### config.mk
export PLATFORM = sky130hd
export DESIGN_NAME = debug_link_packet_framer_unit_flat
export DESIGN_NICKNAME = d
export VERILOG_FILES = /design/src/sv/dlpf_pkg.sv /design/src/sv/dlpf_if.sv /design/src/sv/dlpf_step.sv /design/src/sv/dlpf_out_queue.sv /design/src/sv/debug_link_packet_framer_unit.sv /design/src/flat_wrapper.sv
export SDC_FILE = /design/constraint.sdc
export NUM_CORES = 1
export LEC_CHECK = 0
export ABC_AREA = 1
export BUFFER_PORTS_ARGS = -buffer_cell sky130_fd_sc_hd__buf_4
export CORE_ASPECT_RATIO = 0.75
export CORE_MARGIN = 5
export CORE_UTILIZATION = 60
export CTS_CLUSTER_DIAMETER = 80
export DETAILED_ROUTE_END_ITERATION = 10
export PLACE_DENSITY = 0.79
export RECOVER_POWER = 25
export SLEW_MARGIN = 20
export SYNTH_ARGS = -nofsm -noshare
export SYNTH_HDL_FRONTEND = slang
export SYNTH_HIERARCHICAL = 1
export SYNTH_SLANG_ARGS = --single-unit
export TNS_END_PERCENT = 5
### constraint.sdc
create_clock -name clk -period 7.5 [get_ports clk]
set_input_delay 0.75 -clock clk [delete_from_list [all_inputs] [get_ports clk]]
set_output_delay 0.75 -clock clk [all_outputs]
set_load 0.01 [all_outputs]
### src/sv/dlpf_pkg.sv
// dlpf_pkg: shared types, character codes and helper functions for the
// debug link packet framer; no dependencies
`default_nettype none

package dlpf_pkg;

    // operation codes
    localparam logic [1:0] OP_TX_BYTE  = 2'd0;
    localparam logic [1:0] OP_TX_CLOSE = 2'd1;
    localparam logic [1:0] OP_RX_BYTE  = 2'd2;

    // receive phases
    localparam logic [2:0] PH_IDLE  = 3'd0;
    localparam logic [2:0] PH_FIRST = 3'd1;
    localparam logic [2:0] PH_SKIP  = 3'd2;
    localparam logic [2:0] PH_HIGH  = 3'd3;
    localparam logic [2:0] PH_LOW   = 3'd4;

    // channel codes
    localparam logic CH_LINK    = 1'b0;
    localparam logic CH_CONSOLE = 1'b1;

    // framing characters
    localparam logic [7:0] CHR_START   = 8'h24;
    localparam logic [7:0] CHR_END     = 8'h23;
    localparam logic [7:0] CHR_ACK     = 8'h2B;
    localparam logic [7:0] CHR_CONSOLE = 8'h4F;

    // result group sizing
    localparam int MAX_RESULTS = 4;
    localparam int CNT_W       = $clog2(MAX_RESULTS + 1);
    localparam int IDX_W       = $clog2(MAX_RESULTS);

    typedef struct packed {
        logic       tx_open;
        logic [7:0] tx_sum;
        logic [2:0] rx_phase;
        logic [3:0] rx_high_nibble;
        logic       rx_high_bad;
    } state_t;

    // all results caused by one item
    typedef struct packed {
        logic [CNT_W-1:0]                count;
        logic                            channel;
        logic                            hex_error;
        logic [MAX_RESULTS-1:0][7:0]     bytes;
    } group_t;

    // upper-case hex character of a nibble
    function automatic logic [7:0] hex_char(input logic [3:0] nib);
        logic [7:0] c;
        if (nib < 4'd10)
        begin
            c = 8'h30 + {4'd0, nib};
        end
        else
        begin
            c = 8'h37 + {4'd0, nib};
        end
        return c;
    endfunction

    // value of a hex character, bit 4 set when it is not a hex digit
    function automatic logic [4:0] digit_value(input logic [7:0] c);
        logic [4:0] r;
        if (c inside {[8'h30:8'h39]})
        begin
            r = {1'b0, c[3:0]};
        end
        else if (c inside {[8'h41:8'h46], [8'h61:8'h66]})
        begin
            r = {1'b0, c[3:0] + 4'd9};
        end
        else
        begin
            r = 5'h10;
        end
        return r;
    endfunction

endpackage

`default_nettype wire

### src/sv/dlpf_if.sv
// dlpf_cmd_if and dlpf_res_if: valid/ready channels of the packet framer
// depends on nothing but the field widths of the work items
`default_nettype none

interface dlpf_cmd_if;
    logic       valid;
    logic       ready;
    logic [1:0] operation;
    logic [7:0] data_byte;

    modport source (output valid, output operation, output data_byte, input ready);
    modport sink (input valid, input operation, input data_byte, output ready);
endinterface

interface dlpf_res_if;
    logic       valid;
    logic       ready;
    logic       channel;
    logic [7:0] out_byte;
    logic       hex_error;
    logic       run_last;

    modport source (output valid, output channel, output out_byte, output hex_error,
                    output run_last, input ready);
    modport sink (input valid, input channel, input out_byte, input hex_error,
                  input run_last, output ready);
endinterface

`default_nettype wire

### src/sv/dlpf_step.sv
// dlpf_step: single-pass framing and deframing logic for one item
// depends on dlpf_pkg
`default_nettype none

module dlpf_step
(
    input  wire logic [1:0]      operation,
    input  wire logic [7:0]      data_byte,
    input  wire dlpf_pkg::state_t st,
    output dlpf_pkg::state_t     st_next,
    output dlpf_pkg::group_t     grp
);

    logic [4:0] dv;
    logic [7:0] sum_next;

    assign dv       = dlpf_pkg::digit_value(data_byte);
    assign sum_next = st.tx_sum + data_byte;

    always_comb
    begin
        st_next       = st;
        grp.count     = '0;
        grp.channel   = dlpf_pkg::CH_LINK;
        grp.hex_error = 1'b0;
        grp.bytes     = '0;
        case (operation)
            // payload byte, open the packet first if needed
            dlpf_pkg::OP_TX_BYTE:
            begin
                if (!st.tx_open)
                begin
                    grp.count      = dlpf_pkg::CNT_W'(2);
                    grp.bytes[0]   = dlpf_pkg::CHR_START;
                    grp.bytes[1]   = data_byte;
                    st_next.tx_sum = data_byte;
                end
                else
                begin
                    grp.count      = dlpf_pkg::CNT_W'(1);
                    grp.bytes[0]   = data_byte;
                    st_next.tx_sum = sum_next;
                end
                st_next.tx_open = 1'b1;
            end
            // close: trailer with checksum, empty packet if none open
            dlpf_pkg::OP_TX_CLOSE:
            begin
                if (!st.tx_open)
                begin
                    grp.count    = dlpf_pkg::CNT_W'(4);
                    grp.bytes[0] = dlpf_pkg::CHR_START;
                    grp.bytes[1] = dlpf_pkg::CHR_END;
                    grp.bytes[2] = dlpf_pkg::hex_char(st.tx_sum[7:4]);
                    grp.bytes[3] = dlpf_pkg::hex_char(st.tx_sum[3:0]);
                end
                else
                begin
                    grp.count    = dlpf_pkg::CNT_W'(3);
                    grp.bytes[0] = dlpf_pkg::CHR_END;
                    grp.bytes[1] = dlpf_pkg::hex_char(st.tx_sum[7:4]);
                    grp.bytes[2] = dlpf_pkg::hex_char(st.tx_sum[3:0]);
                end
                st_next.tx_open = 1'b0;
                st_next.tx_sum  = '0;
            end
            // received link byte
            dlpf_pkg::OP_RX_BYTE:
            begin
                if (data_byte == dlpf_pkg::CHR_START)
                begin
                    grp.count              = dlpf_pkg::CNT_W'(1);
                    grp.bytes[0]           = dlpf_pkg::CHR_ACK;
                    st_next.rx_phase       = dlpf_pkg::PH_FIRST;
                    st_next.rx_high_nibble = '0;
                    st_next.rx_high_bad    = 1'b0;
                end
                else
                begin
                    case (st.rx_phase)
                        dlpf_pkg::PH_FIRST:
                        begin
                            if (data_byte == dlpf_pkg::CHR_CONSOLE)
                            begin
                                st_next.rx_phase = dlpf_pkg::PH_HIGH;
                            end
                            else if (data_byte == dlpf_pkg::CHR_END)
                            begin
                                st_next.rx_phase = dlpf_pkg::PH_IDLE;
                            end
                            else
                            begin
                                st_next.rx_phase = dlpf_pkg::PH_SKIP;
                            end
                        end
                        dlpf_pkg::PH_SKIP:
                        begin
                            if (data_byte == dlpf_pkg::CHR_END)
                            begin
                                st_next.rx_phase = dlpf_pkg::PH_IDLE;
                            end
                        end
                        dlpf_pkg::PH_HIGH:
                        begin
                            if (data_byte == dlpf_pkg::CHR_END)
                            begin
                                st_next.rx_phase = dlpf_pkg::PH_IDLE;
                            end
                            else
                            begin
                                st_next.rx_high_nibble = dv[3:0];
                                st_next.rx_high_bad    = dv[4];
                                st_next.rx_phase       = dlpf_pkg::PH_LOW;
                            end
                        end
                        dlpf_pkg::PH_LOW:
                        begin
                            grp.count              = dlpf_pkg::CNT_W'(1);
                            grp.channel            = dlpf_pkg::CH_CONSOLE;
                            grp.hex_error          = st.rx_high_bad | dv[4];
                            grp.bytes[0]           = {st.rx_high_nibble, dv[3:0]};
                            st_next.rx_high_nibble = '0;
                            st_next.rx_high_bad    = 1'b0;
                            if (data_byte == dlpf_pkg::CHR_END)
                            begin
                                st_next.rx_phase = dlpf_pkg::PH_IDLE;
                            end
                            else
                            begin
                                st_next.rx_phase = dlpf_pkg::PH_HIGH;
                            end
                        end
                        default:
                        begin
                            st_next.rx_phase = dlpf_pkg::PH_IDLE;
                        end
                    endcase
                end
            end
            default:
            begin
                st_next = st;
            end
        endcase
    end

endmodule

`default_nettype wire

### src/sv/dlpf_out_queue.sv
// dlpf_out_queue: result group register that hands out one item per cycle
// while res.ready is high; depends on dlpf_pkg and dlpf_res_if
`default_nettype none

module dlpf_out_queue
(
    input  wire logic              clk,
    input  wire logic              rst_n,
    input  wire logic              load,
    input  wire dlpf_pkg::group_t  grp_in,
    output logic                   can_load,
    dlpf_res_if.source             res
);

    logic                          grp_valid_reg;
    dlpf_pkg::group_t              grp_reg;
    logic [dlpf_pkg::IDX_W-1:0]    idx_reg;
    logic                          last;
    logic                          take;

    // last result of the held group
    assign last     = ({1'b0, idx_reg} == (grp_reg.count - dlpf_pkg::CNT_W'(1)));
    assign take     = res.valid && res.ready;
    assign can_load = !grp_valid_reg || (take && last);

    // output fields
    assign res.valid     = grp_valid_reg;
    assign res.channel   = grp_reg.channel;
    assign res.out_byte  = grp_reg.bytes[idx_reg];
    assign res.hex_error = grp_reg.hex_error;
    assign res.run_last  = last;

    // group control
    always_ff @(posedge clk or negedge rst_n)
    begin
        if (!rst_n)
        begin
            grp_valid_reg <= 1'b0;
            idx_reg       <= '0;
        end
        else if (load)
        begin
            grp_valid_reg <= 1'b1;
            idx_reg       <= '0;
        end
        else if (take)
        begin
            if (last)
            begin
                grp_valid_reg <= 1'b0;
                idx_reg       <= '0;
            end
            else
            begin
                idx_reg <= idx_reg + dlpf_pkg::IDX_W'(1);
            end
        end
    end

    // group payload
    always_ff @(posedge clk)
    begin
        if (load)
        begin
            grp_reg <= grp_in;
        end
    end

endmodule

`default_nettype wire

### src/sv/debug_link_packet_framer_unit.sv
// debug_link_packet_framer_unit: packet framer top level, input register,
// protocol state and result queue; depends on dlpf_pkg, dlpf_if, dlpf_step, dlpf_out_queue
// the first result is valid once the item has passed the input register and result queue
// throughput: one item per cycle while each item gives at most one result
//   and res.ready is high; an item with more results holds the queue until all are taken
// reset: rst_n asynchronous active low, clears framer state and both stages
`default_nettype none

module debug_link_packet_framer_unit
(
    input  wire logic   clk,
    input  wire logic   rst_n,
    dlpf_cmd_if.sink    cmd,
    dlpf_res_if.source  res
);

    logic                s1_valid_reg;
    logic [1:0]          s1_op_reg;
    logic [7:0]          s1_byte_reg;
    dlpf_pkg::state_t    state_reg;
    dlpf_pkg::state_t    state_next;
    dlpf_pkg::group_t    grp;
    logic                can_load;
    logic                has_results;
    logic                s1_advance;

    // an item leaves the input register once its results fit in the queue
    assign has_results = (grp.count != '0);
    assign s1_advance  = s1_valid_reg && (!has_results || can_load);
    assign cmd.ready   = !s1_valid_reg || s1_advance;

    // input register control
    always_ff @(posedge clk or negedge rst_n)
    begin
        if (!rst_n)
        begin
            s1_valid_reg <= 1'b0;
        end
        else if (cmd.ready)
        begin
            s1_valid_reg <= cmd.valid;
        end
    end

    // input register payload
    always_ff @(posedge clk)
    begin
        if (cmd.valid && cmd.ready)
        begin
            s1_op_reg   <= cmd.operation;
            s1_byte_reg <= cmd.data_byte;
        end
    end

    // framer state
    always_ff @(posedge clk or negedge rst_n)
    begin
        if (!rst_n)
        begin
            state_reg <= '{tx_open: 1'b0, tx_sum: 8'd0, rx_phase: dlpf_pkg::PH_IDLE,
                           rx_high_nibble: 4'd0, rx_high_bad: 1'b0};
        end
        else if (s1_advance)
        begin
            state_reg <= state_next;
        end
    end

    dlpf_step u_step
    (
        .operation (s1_op_reg),
        .data_byte (s1_byte_reg),
        .st        (state_reg),
        .st_next   (state_next),
        .grp       (grp)
    );

    dlpf_out_queue u_out_queue
    (
        .clk      (clk),
        .rst_n    (rst_n),
        .load     (s1_advance && has_results),
        .grp_in   (grp),
        .can_load (can_load),
        .res      (res)
    );

`ifndef NO_ASSERTIONS
    // no running sum survives outside an open packet
    a_sum_closed: assert property (@(posedge clk) disable iff (!rst_n)
        !state_reg.tx_open |-> (state_reg.tx_sum == 8'd0))
        else $error("transmit sum nonzero with no packet open");

    // decode errors only appear on console items
    a_err_console: assert property (@(posedge clk) disable iff (!rst_n)
        (res.valid && res.hex_error) |-> (res.channel == dlpf_pkg::CH_CONSOLE))
        else $error("hex error on a link item");

    // an item that produced results reaches the output in the next cycle
    a_load_shows: assert property (@(posedge clk) disable iff (!rst_n)
        (s1_advance && has_results) |=> res.valid)
        else $error("loaded result group not presented");
`endif

endmodule

`default_nettype wire

### src/flat_wrapper.sv
// flat-port wrapper written by rule: the top's interface ports become plain ports
module debug_link_packet_framer_unit_flat 
  (clk, rst_n, cmd_valid, cmd_operation, cmd_data_byte, cmd_ready, res_valid, res_channel, res_out_byte, res_hex_error, res_run_last, res_ready);
  dlpf_cmd_if cmd_i ();
  dlpf_res_if res_i ();
  input  wire logic clk;
  input  wire logic rst_n;
  input wire logic [$bits(cmd_i.valid)-1:0] cmd_valid;
  input wire logic [$bits(cmd_i.operation)-1:0] cmd_operation;
  input wire logic [$bits(cmd_i.data_byte)-1:0] cmd_data_byte;
  output wire logic [$bits(cmd_i.ready)-1:0] cmd_ready;
  output wire logic [$bits(res_i.valid)-1:0] res_valid;
  output wire logic [$bits(res_i.channel)-1:0] res_channel;
  output wire logic [$bits(res_i.out_byte)-1:0] res_out_byte;
  output wire logic [$bits(res_i.hex_error)-1:0] res_hex_error;
  output wire logic [$bits(res_i.run_last)-1:0] res_run_last;
  input wire logic [$bits(res_i.ready)-1:0] res_ready;
  assign cmd_i.valid = cmd_valid;
  assign cmd_i.operation = cmd_operation;
  assign cmd_i.data_byte = cmd_data_byte;
  assign cmd_ready = cmd_i.ready;
  assign res_valid = res_i.valid;
  assign res_channel = res_i.channel;
  assign res_out_byte = res_i.out_byte;
  assign res_hex_error = res_i.hex_error;
  assign res_run_last = res_i.run_last;
  assign res_i.ready = res_ready;
  debug_link_packet_framer_unit u_core (.clk(clk), .rst_n(rst_n), .cmd(cmd_i), .res(res_i));
endmodule
# Word level (Yosys, flattened, before mapping)
# Index checks and enable logic that the tools add are counted.
[word_totals]
ramBits = 0
regBits = 68
wordCells = 113
mem_bits_ro = 0
latch_bits = 0
n_memories = 0
out_inout_bits = 13
[classes]
eq_ne = 12
magnitude_cmp = 9
shift = 0
bitwise = 4
n_addsub = 8
multipliers = 0
div = 0
n_reduce_logical = 28
n_mux = 35
[ops]
columns = ["cell", "n"]
rows = [
  ["8-bit two-way mux", 7],
  ["6-bit by 4-bit adder with 7-bit output (first input constant)", 4],
  ["24-bit two-way mux", 1],
  ["8-bit case mux with 3 select lines", 1],
  ["9-bit case mux with 2 select lines", 1],
  ["8-bit binary-select mux with 2-bit select", 1],
  ["8-bit by 6-bit == test with 1-bit output (second input constant)", 2],
  ["8-bit by 7-bit >= comparator with 1-bit output (second input constant)", 2],
  ["8-bit by 7-bit less-or-equal comparator with 1-bit output (second input constant)", 2],
  ["8-bit case mux with 2 select lines", 1],
  ["5-bit two-way mux", 3],
  ["2-bit two-way mux", 7],
  ["7-bit two-way mux", 2],
  ["3-bit two-way mux", 4],
  ["3-bit case mux with 4 select lines", 1],
  ["5-bit case mux with 2 select lines", 1],
  ["3-bit case mux with 3 select lines", 1],
  ["8-bit adder", 1],
  ["8-bit by 7-bit == test with 1-bit output (second input constant)", 1],
  ["8-bit by 6-bit >= comparator with 1-bit output (second input constant)", 1],
  ["8-bit by 6-bit less-or-equal comparator with 1-bit output (second input constant)", 1],
  ["1-bit logical AND", 8],
  ["4-bit less-than comparator (second input constant)", 2],
  ["2-bit nonzero test", 4],
  ["other kinds (23)", 37],
]

# Longest topological paths before layout
# Gate-level depths: netlist (run 1).
[depth]
ltp_word = 16
ltp_mapped = 17
depth_no_buf = 17

# Hierarchy
# Netlist (run 1), hierarchy kept.
[modules_own_cells]
columns = ["mod", "instances", "area_each_um2", "seq_area_each_um2", "cells_per_inst"]
rows = [
  ["dlpf_step", 1, 1609.0, 0.0, 314],
  ["dlpf_out_queue", 1, 1570.3, 1186.1, 111],
  ["debug_link_packet_framer_unit", 1, 1081.0, 750.7, 95],
]

# Worst setup path before layout (run 1)
# No wires, ideal clock.
[synth_path]
path_kind = "register to register"
startpoint = "register u_core.s1_byte_reg[1]"
endpoint = "register u_core/u_out_queue/idx_reg[1] (netlist name)"
slack_ps = 4413
n_path_buf = 0
path_stages_with_launch = 18
required_time_ps = 7423
t_arrival_ps = 3009
period_less_slack_ps = 3087
setup_time_ps = 77
path_cell_list = "edfxtp_1 -> inv_1 -> ha_1 -> nand2_1 -> nor2_2 -> nand2_2 -> a21oi_2 -> inv_1 -> o21ai_0 -> inv_1 -> nand2_2 -> nand3_1 -> inv_1 -> inv_1 -> nand2_1 -> nand2_1 -> xor2_1 -> a21oi_1"
[synth_lines]
columns = ["item", "line_no", "text"]
rows = [
  ["from (decl)", "debug_link_packet_framer_unit.sv:19", "logic [7:0] s1_byte_reg;"],
  ["from (signal assigned)", "debug_link_packet_framer_unit.sv:51", "s1_byte_reg <= cmd.data_byte;"],
  ["to (signal assigned)", "dlpf_out_queue.sv:55", "idx_reg <= idx_reg + dlpf_pkg::IDX_W'(1);"],
  ["to (decl)", "dlpf_out_queue.sv:17", "logic [dlpf_pkg::IDX_W-1:0] idx_reg;"],
]

==> results of run 1 <==
-- stage by stage --
stage                     std cells  worst slack [ns]  power [mW]
final                           648              4.22        1.66
after global routing            648              4.01        1.78
after CTS                       648              4.33        1.66
after detailed placement        632              4.71        1.37
after global placement          632              4.83        1.34
after floorplan                 521              4.41        1.17
-- cells by family after synthesis --
kind of cell | Yosys count
AND/OR/NAND/NOR | 270
AO/OA/AOI/OAI | 84
buffers and inverters | 77
flip-flops | 68
adder cells (fa/ha/maj) | 14
XOR/XNOR | 5
other | 1
multiplexers | 1
-- per-layer routing --
metal,vias up,part of all wire (%)
met3,30,9.4
met5,-,0
met2,204,44
met1,1710,44
met4,0,2.2
li1,1771,-
-- worst min-delay path, stage by stage (launching register included) --
cell	delay (ns)
dfrtp_1	0.37
nand2_1	0.06
nand2_1	0.05
-- synth_stat cells, types with 2 or more instances --
master and count:
o211ai_1 6, xnor2_1 2, nor2_2 4, nand3_1 41
nand4_1 7, dfrtp_1 21, buf_6 3, buf_4 6
buf_2 3, nor2_1 43, inv_1 50, nand2_4 3
o21ai_0 43, o22ai_1 14, xor2_1 3, inv_2 12
nand2_2 15, nor3_1 2, clkbuf_8 2, o21ai_1 5
nand2_1 141, nor2_4 7, edfxtp_1 47, ha_1 13
a21oi_1 12
-- power breakdown --
group          internal (mW)  leakage (nW)  switching (mW)  total, mW
Clock                  0.153        0.0971           0.139      0.292
Combinational          0.258          1.31           0.456      0.714
Sequential             0.518         0.714           0.137      0.655
Total                  0.929          2.12           0.732       1.66
-- area by class of cell --
class                   count  area (µm²)  area share [%]
multi-input cells         376        1950            42.2
clock buffers              11         131            2.84
clock inverters             5        53.8            1.16
well taps                  98         123            2.65
flip-flops and latches     68        1940            41.9
repair buffers             27         191            4.14
inverters                  63         238            5.14
-- layout by cell type (no fill, tap or decap), types with 3 or more instances in the layout --
master | synthesis | routed
nand2_1 | 141 | 141
inv_1 | 50 | 51
edfxtp_1 | 47 | 47
nor2_1 | 43 | 45
o21ai_0 | 43 | 43
nand3_1 | 41 | 41
dfrtp_1 | 21 | 21
buf_4 | 6 | 15
nand2_2 | 15 | 15
o22ai_1 | 14 | 14
ha_1 | 13 | 13
a21oi_1 | 12 | 12
inv_2 | 12 | 11
clkbuf_8 | 2 | 9
clkbuf_4 | 0 | 9
nand4_1 | 7 | 7
o211ai_1 | 6 | 6
clkbuf_1 | 0 | 5
o21ai_1 | 5 | 5
nor2_4 | 7 | 5
clkinv_2 | 1 | 4
nor2_2 | 4 | 4
nand2_4 | 3 | 3
xor2_1 | 3 | 3
-- path summary, 6_finish.rpt --
check	cells past startpoint	end	slack, ns	startpoint
setup reg to reg	10	u_core/u_out_queue/grp_reg[10]	4.70	u_core/s1_op_reg[1]
setup / recovery	9	cmd_ready	4.22	u_core/s1_op_reg[1]
min in group asynchronous	1	u_core/state_reg[14]	0.62	rst_n
max in group asynchronous	1	u_core/state_reg[0]	6.14	rst_n
hold / removal	2	u_core/state_reg[0]	0.50	u_core/state_reg[0]
hold reg to reg	2	u_core/state_reg[0]	0.50	u_core/state_reg[0]
==> reports/results.ini, run 1 <==
[global_routing]
gr-max-usage-layer = met2
antenna_found_initial = 0
met2_usage_pct = 36.3
grt_pass1_wl_um = 17100
grt_use_met3_pct = 6.28
track_usage_pct = 24.0
grt_overflow = 0
grtUsageMet1_pct = 32.7
grt_max_degree = 38
grt_pass1_vias = 3535

[final_layout]
num-nets-final = 573
drive_gt1_share_pct = 15.1
final_util_pct = 67.4
diodes = 0
final_area_um2 = 4630
area_delta_synth_final_pct = 8.61
fillers = 562
largest_reg_flops = 35

[synthesis]
yosysTopAreaCell = edfxtp_1
synthAdderAreaFrac_pct = 4.29
synthMuxAreaShare_pct = 0.235
synth-async-reset-ratio_pct = 30.9
synth_area_per_cell_um2 = 8.19
synth_top_family_by_area = simple AND/OR/NAND/NOR gates
ys_seq_area_share_pct = 45.5
yosysTopAreaCellShare_pct = 33.1
syn_inst = 520
synth_edf_count = 47
synth_compound_area_share_pct = 11.2
synth-main-ff-cell = edfxtp_1
netlist_top_cells_area = edfxtp_1 (33%), nand2_1 (12%), dfrtp_1 (12%)
ys_seq_elements = 68
synth-simple-area-share_pct = 29.3
yosys.area_share.xor_xnor_pct = 1.03
yosysWarnings = 6
synth.cell_area_um2 = 4260
synth_cell_type_count = 40

[routing]
drc = 0
viasPerCell = 5.73
postRouteAntennaNets = 0
drt_iter0_drc = 376
dr.pass1.iters = 5
wirelength_um = 10300
detail_route.wl_per_cell_um = 15.8
vias = 3715

[power_and_ir_drop]
peakVddDrop_mv = 0.191
p_per_area_nw_per_um2 = 359
p_leak_nw = 2.12

[die]
initial_utilization_pct = 62.1
num_rows = 26
die_w_um = 107
fp.coreArea_um2 = 6860
pin_count = 27
die_y_um = 83.0
dieArea_um2 = 8900

[clock_network]
insertion_delay_ns = 0.35
cts_setup_buffers = 0
hold_buffers = 0
htree_levels = 3
clock_path_buffers = 2
path_clk_slew_ns = 0.08
cts_tree = yes
ctsRootBufferMaster = clkbuf_8
numCtsBuffers = 9
cts_resized = 0
clock-sinks = 68

[worst_setup_path]
crit_slowest_cell = edfxtp_1
worstPathCellList = inv_1, nand2_1, nor2_1, inv_1, nand2_1, nor2_2, nand2_2, nand3_1, buf_4
crit_type = flop to primary output
endpoint_kind = primary output
crit_family = simple AND/OR/NAND/NOR gates
path_max_fanout = 11
critPathMaxStageDelay_ns = 0.56
worstPathArrival_ns = 2.53
worst-path-buf-inv = 3
critical_path_required_ns = 6.75
start_kind = flop

[timing]
period_share_pct = 43.7
post-route-min-period_ns = 3.28
relSlewSlack_pct = 19.2
max_freq_mhz = 305
rsz0062_at_grt = no
setup_viol = 0
hold_violations = 0
worst_pin_slew_ns = 1.21
fin_hold_ws_ns = 0.503
finalMaxSlewViolations = 0
fin_skew_ns = 0.0150
final.setup.tns_ns = 0

[placed_design]
routabilityCongestion = 1.01
hpwl_um = 7560
io_buffers = 26
dpl-instance-area_um2 = 4470

[hold_path]
hp-class = flop to flop

[run]
drv_cap = 0

[outcome]
outcome = completed

Note: power is estimated with default switching activity, not from simulation.
==> run 2, diff against run 1 <==
--- a/config.mk
+++ b/config.mk
@@ -9,10 +9,10 @@
 export BUFFER_PORTS_ARGS = -buffer_cell sky130_fd_sc_hd__buf_4
 export CORE_ASPECT_RATIO = 0.75
 export CORE_MARGIN = 5
-export CORE_UTILIZATION = 60
+export CORE_UTILIZATION = 55
 export CTS_CLUSTER_DIAMETER = 80
 export DETAILED_ROUTE_END_ITERATION = 10
-export PLACE_DENSITY = 0.79
+export PLACE_DENSITY = 0.76
 export RECOVER_POWER = 25
 export SLEW_MARGIN = 20
 export SYNTH_ARGS = -nofsm -noshare
==> constraint.sdc (replaced) <==
create_clock -name clk -period 2.7 [get_ports clk]
set_input_delay 0.27 -clock clk [delete_from_list [all_inputs] [get_ports clk]]
set_output_delay 0.27 -clock clk [all_outputs]
set_load 0.01 [all_outputs]
==> run 2 against run 1 <==
Against the previous run: largest power group unchanged; non-clock buffer count up 9; sequential power rose to 2.6 times the previous value; flip-flop and latch count unchanged.
==> reports/results.ini, run 2 (synthesis results as in run 1) <==
[placed_design]
routabilityCongestion = 0.957
io_buffers = 26
dpl-instance-area_um2 = 4550
hpwl_um = 7460

[timing]
worst_pin_slew_ns = 1.33
post-route-min-period_ns = 2.48
rsz0062_at_grt = no
hold_violations = 0
period_share_pct = 91.9
setup_viol = 0
finalMaxSlewViolations = 0
final.setup.tns_ns = 0
fin_skew_ns = 0.0119
max_freq_mhz = 403
relSlewSlack_pct = 11.0

[worst_setup_path]
reg2reg_slack_ns = 0.32
crit_family = simple AND/OR/NAND/NOR gates
critical_path_required_ns = 2.43
crit_slowest_cell = edfxtp_1
timing.rr.start = u_core/s1_byte_reg[1]
r2r_end = u_core/u_out_queue/idx_reg[1]
cp_common_cell = inv_1
start_kind = flop
worstPathCellList = inv_1, ha_1, nand2_1, nor2_2, nand2_2, a21oi_2, inv_1, o21ai_0, inv_1, nand2_2, nand3_1, buf_4
critPathMaxStageDelay_ns = 0.39
worst-path-buf-inv = 4
path_max_fanout = 4
crit_type = flop to primary output
endpoint_kind = primary output
r2r_cells = 17
worstPathArrival_ns = 2.21

[routing]
met2_length_um = 4400
wl_met1_um = 4910
dr.max_layer_used = met4
dr.pass1.iters = 5
drt_iter0_drc = 456
viasPerCell = 5.64
drc = 0
postRouteAntennaNets = 0
wl_met3_um = 772
detail_route.wl_per_cell_um = 15.6
wirelength_um = 10300
vias = 3722

[hold_path]
hold_path_startpoint = cmd_data_byte[1]
hp-class = input pin to flop
whs_path_depth = 1
hold_end = u_core/s1_byte_reg[1]

[clock_network]
htree_levels = 3
clock-sinks = 68
clock_path_buffers = 2
cts_resized = 0
cts_setup_buffers = 0
ctsRootBufferMaster = clkbuf_8
numCtsBuffers = 9
cts_tree = yes
path_clk_slew_ns = 0.08
insertion_delay_ns = 0.35

[final_layout]
diodes = 0
num-nets-final = 582
drive_gt1_share_pct = 16.8
final_area_um2 = 4730
largest_reg_flops = 35
mostFrequentLayoutCell = nand2_1
mostFrequentLayoutCells = nand2_1 (142), inv_1 (48), edfxtp_1 (47)
area_delta_synth_final_pct = 11.1

[die]
initial_utilization_pct = 57.3
dieArea_um2 = 9620
die_w_um = 112
pin_count = 27
die_y_um = 86.2
fp.coreArea_um2 = 7430
num_rows = 27

[global_routing]
track_usage_pct = 21.9
antenna_found_initial = 0
grt_overflow = 0
grt_max_degree = 38
grt_pass1_wl_um = 16600
grt_pass1_vias = 3321

[power_and_ir_drop]
p_per_area_nw_per_um2 = 993
p_leak_nw = 2.15
total_power_mw = 4.70
peakVddDrop_mv = 0.433

[run]
drv_cap = 0

[outcome]
outcome = completed

==> run 2: cell types whose count changed in the layout (fill, tap and decap cells not counted), sizes merged <==
cell / delta
buf: +6
clkinvlp: +2
clkbuf: +1
clkinv: -1
dlygate4sd3: +1
==> run 2: repair_timing <==
action                                  in CTS  in global routing
hold buffers                                 1                  0
endpoints found under the setup margin       0                  0
hold endpoints to repair                    21                  0
==> run 2: final cells by class <==
| cell class | instances | area [µm²] |
|---|---|---|
| tap | 101 | 126 |
| clock inverter | 6 | 63.8 |
| clock buffer | 10 | 128 |
| timing repair buffer | 36 | 270 |
| inverter | 63 | 241 |
| multi-input combinational | 376 | 1970 |
| sequential | 68 | 1940 |
| fill | 659 | 2700 |
==> run 2: worst reg2reg max path, cell delays in order (launching register included) <==
cell	delay [ns]
edfxtp_1	0.39
inv_1	0.14
ha_1	0.22
nand2_1	0.08
nor2_2	0.12
nand2_2	0.09
a21oi_2	0.17
inv_1	0.07
o21ai_0	0.11
inv_1	0.08
nand2_2	0.11
nand3_1	0.11
clkinvlp_4	0.12
inv_2	0.06
nand2_1	0.11
nand2_1	0.07
xor2_1	0.14
a21oi_1	0.12
==> run 2: metrics by stage <==
| step | std cells | setup WS (ns) | hold slack [ns] | util, % |
|---|---|---|---|---|
| CTS | 660 | 0.215 | 0.0773 | 63.9 |
| detailed placement | 643 | 0.365 | 0.196 | 61.2 |
| floorplan | 521 | 0.0621 | -0.0256 | - |
| finish | 660 | 0.219 | 0.116 | 63.7 |
| global placement | 643 | 0.471 | 0.191 | 61.2 |
| global route | 660 | 0.0213 | 0.0973 | 63.7 |
==> run 2: worst max-delay path by stage <==
stage / from / cells after the start / endpoint / slack (ns)
detailed placement: u_core/s1_byte_reg[1] / 17 / u_core/u_out_queue/idx_reg[1] / 0.37
CTS: u_core/s1_byte_reg[1] / 12 / cmd_ready / 0.22
global route: u_core/s1_byte_reg[1] / 12 / cmd_ready / 0.02
global placement: u_core/s1_byte_reg[1] / 13 / u_core/u_out_queue/grp_reg[27] / 0.47
finish: u_core/s1_byte_reg[1] / 12 / cmd_ready / 0.22
floorplan: u_core/s1_byte_reg[1] / 17 / u_core/u_out_queue/idx_reg[1] / 0.06
==> run 2: power by group <==
part / total [mW] / internal (mW) / switching, mW
Sequential: 1.71 / 1.44 / 0.270
Clock: 0.839 / 0.427 / 0.412
Combinational: 2.15 / 0.765 / 1.39
==> run 2: routing by layer <==
metal	global-route usage [%]	up-vias
met5	0	-
met4	6.85	0
met3	4.40	22
met2	33.2	161
met1	31.8	1739
li1	-	1800
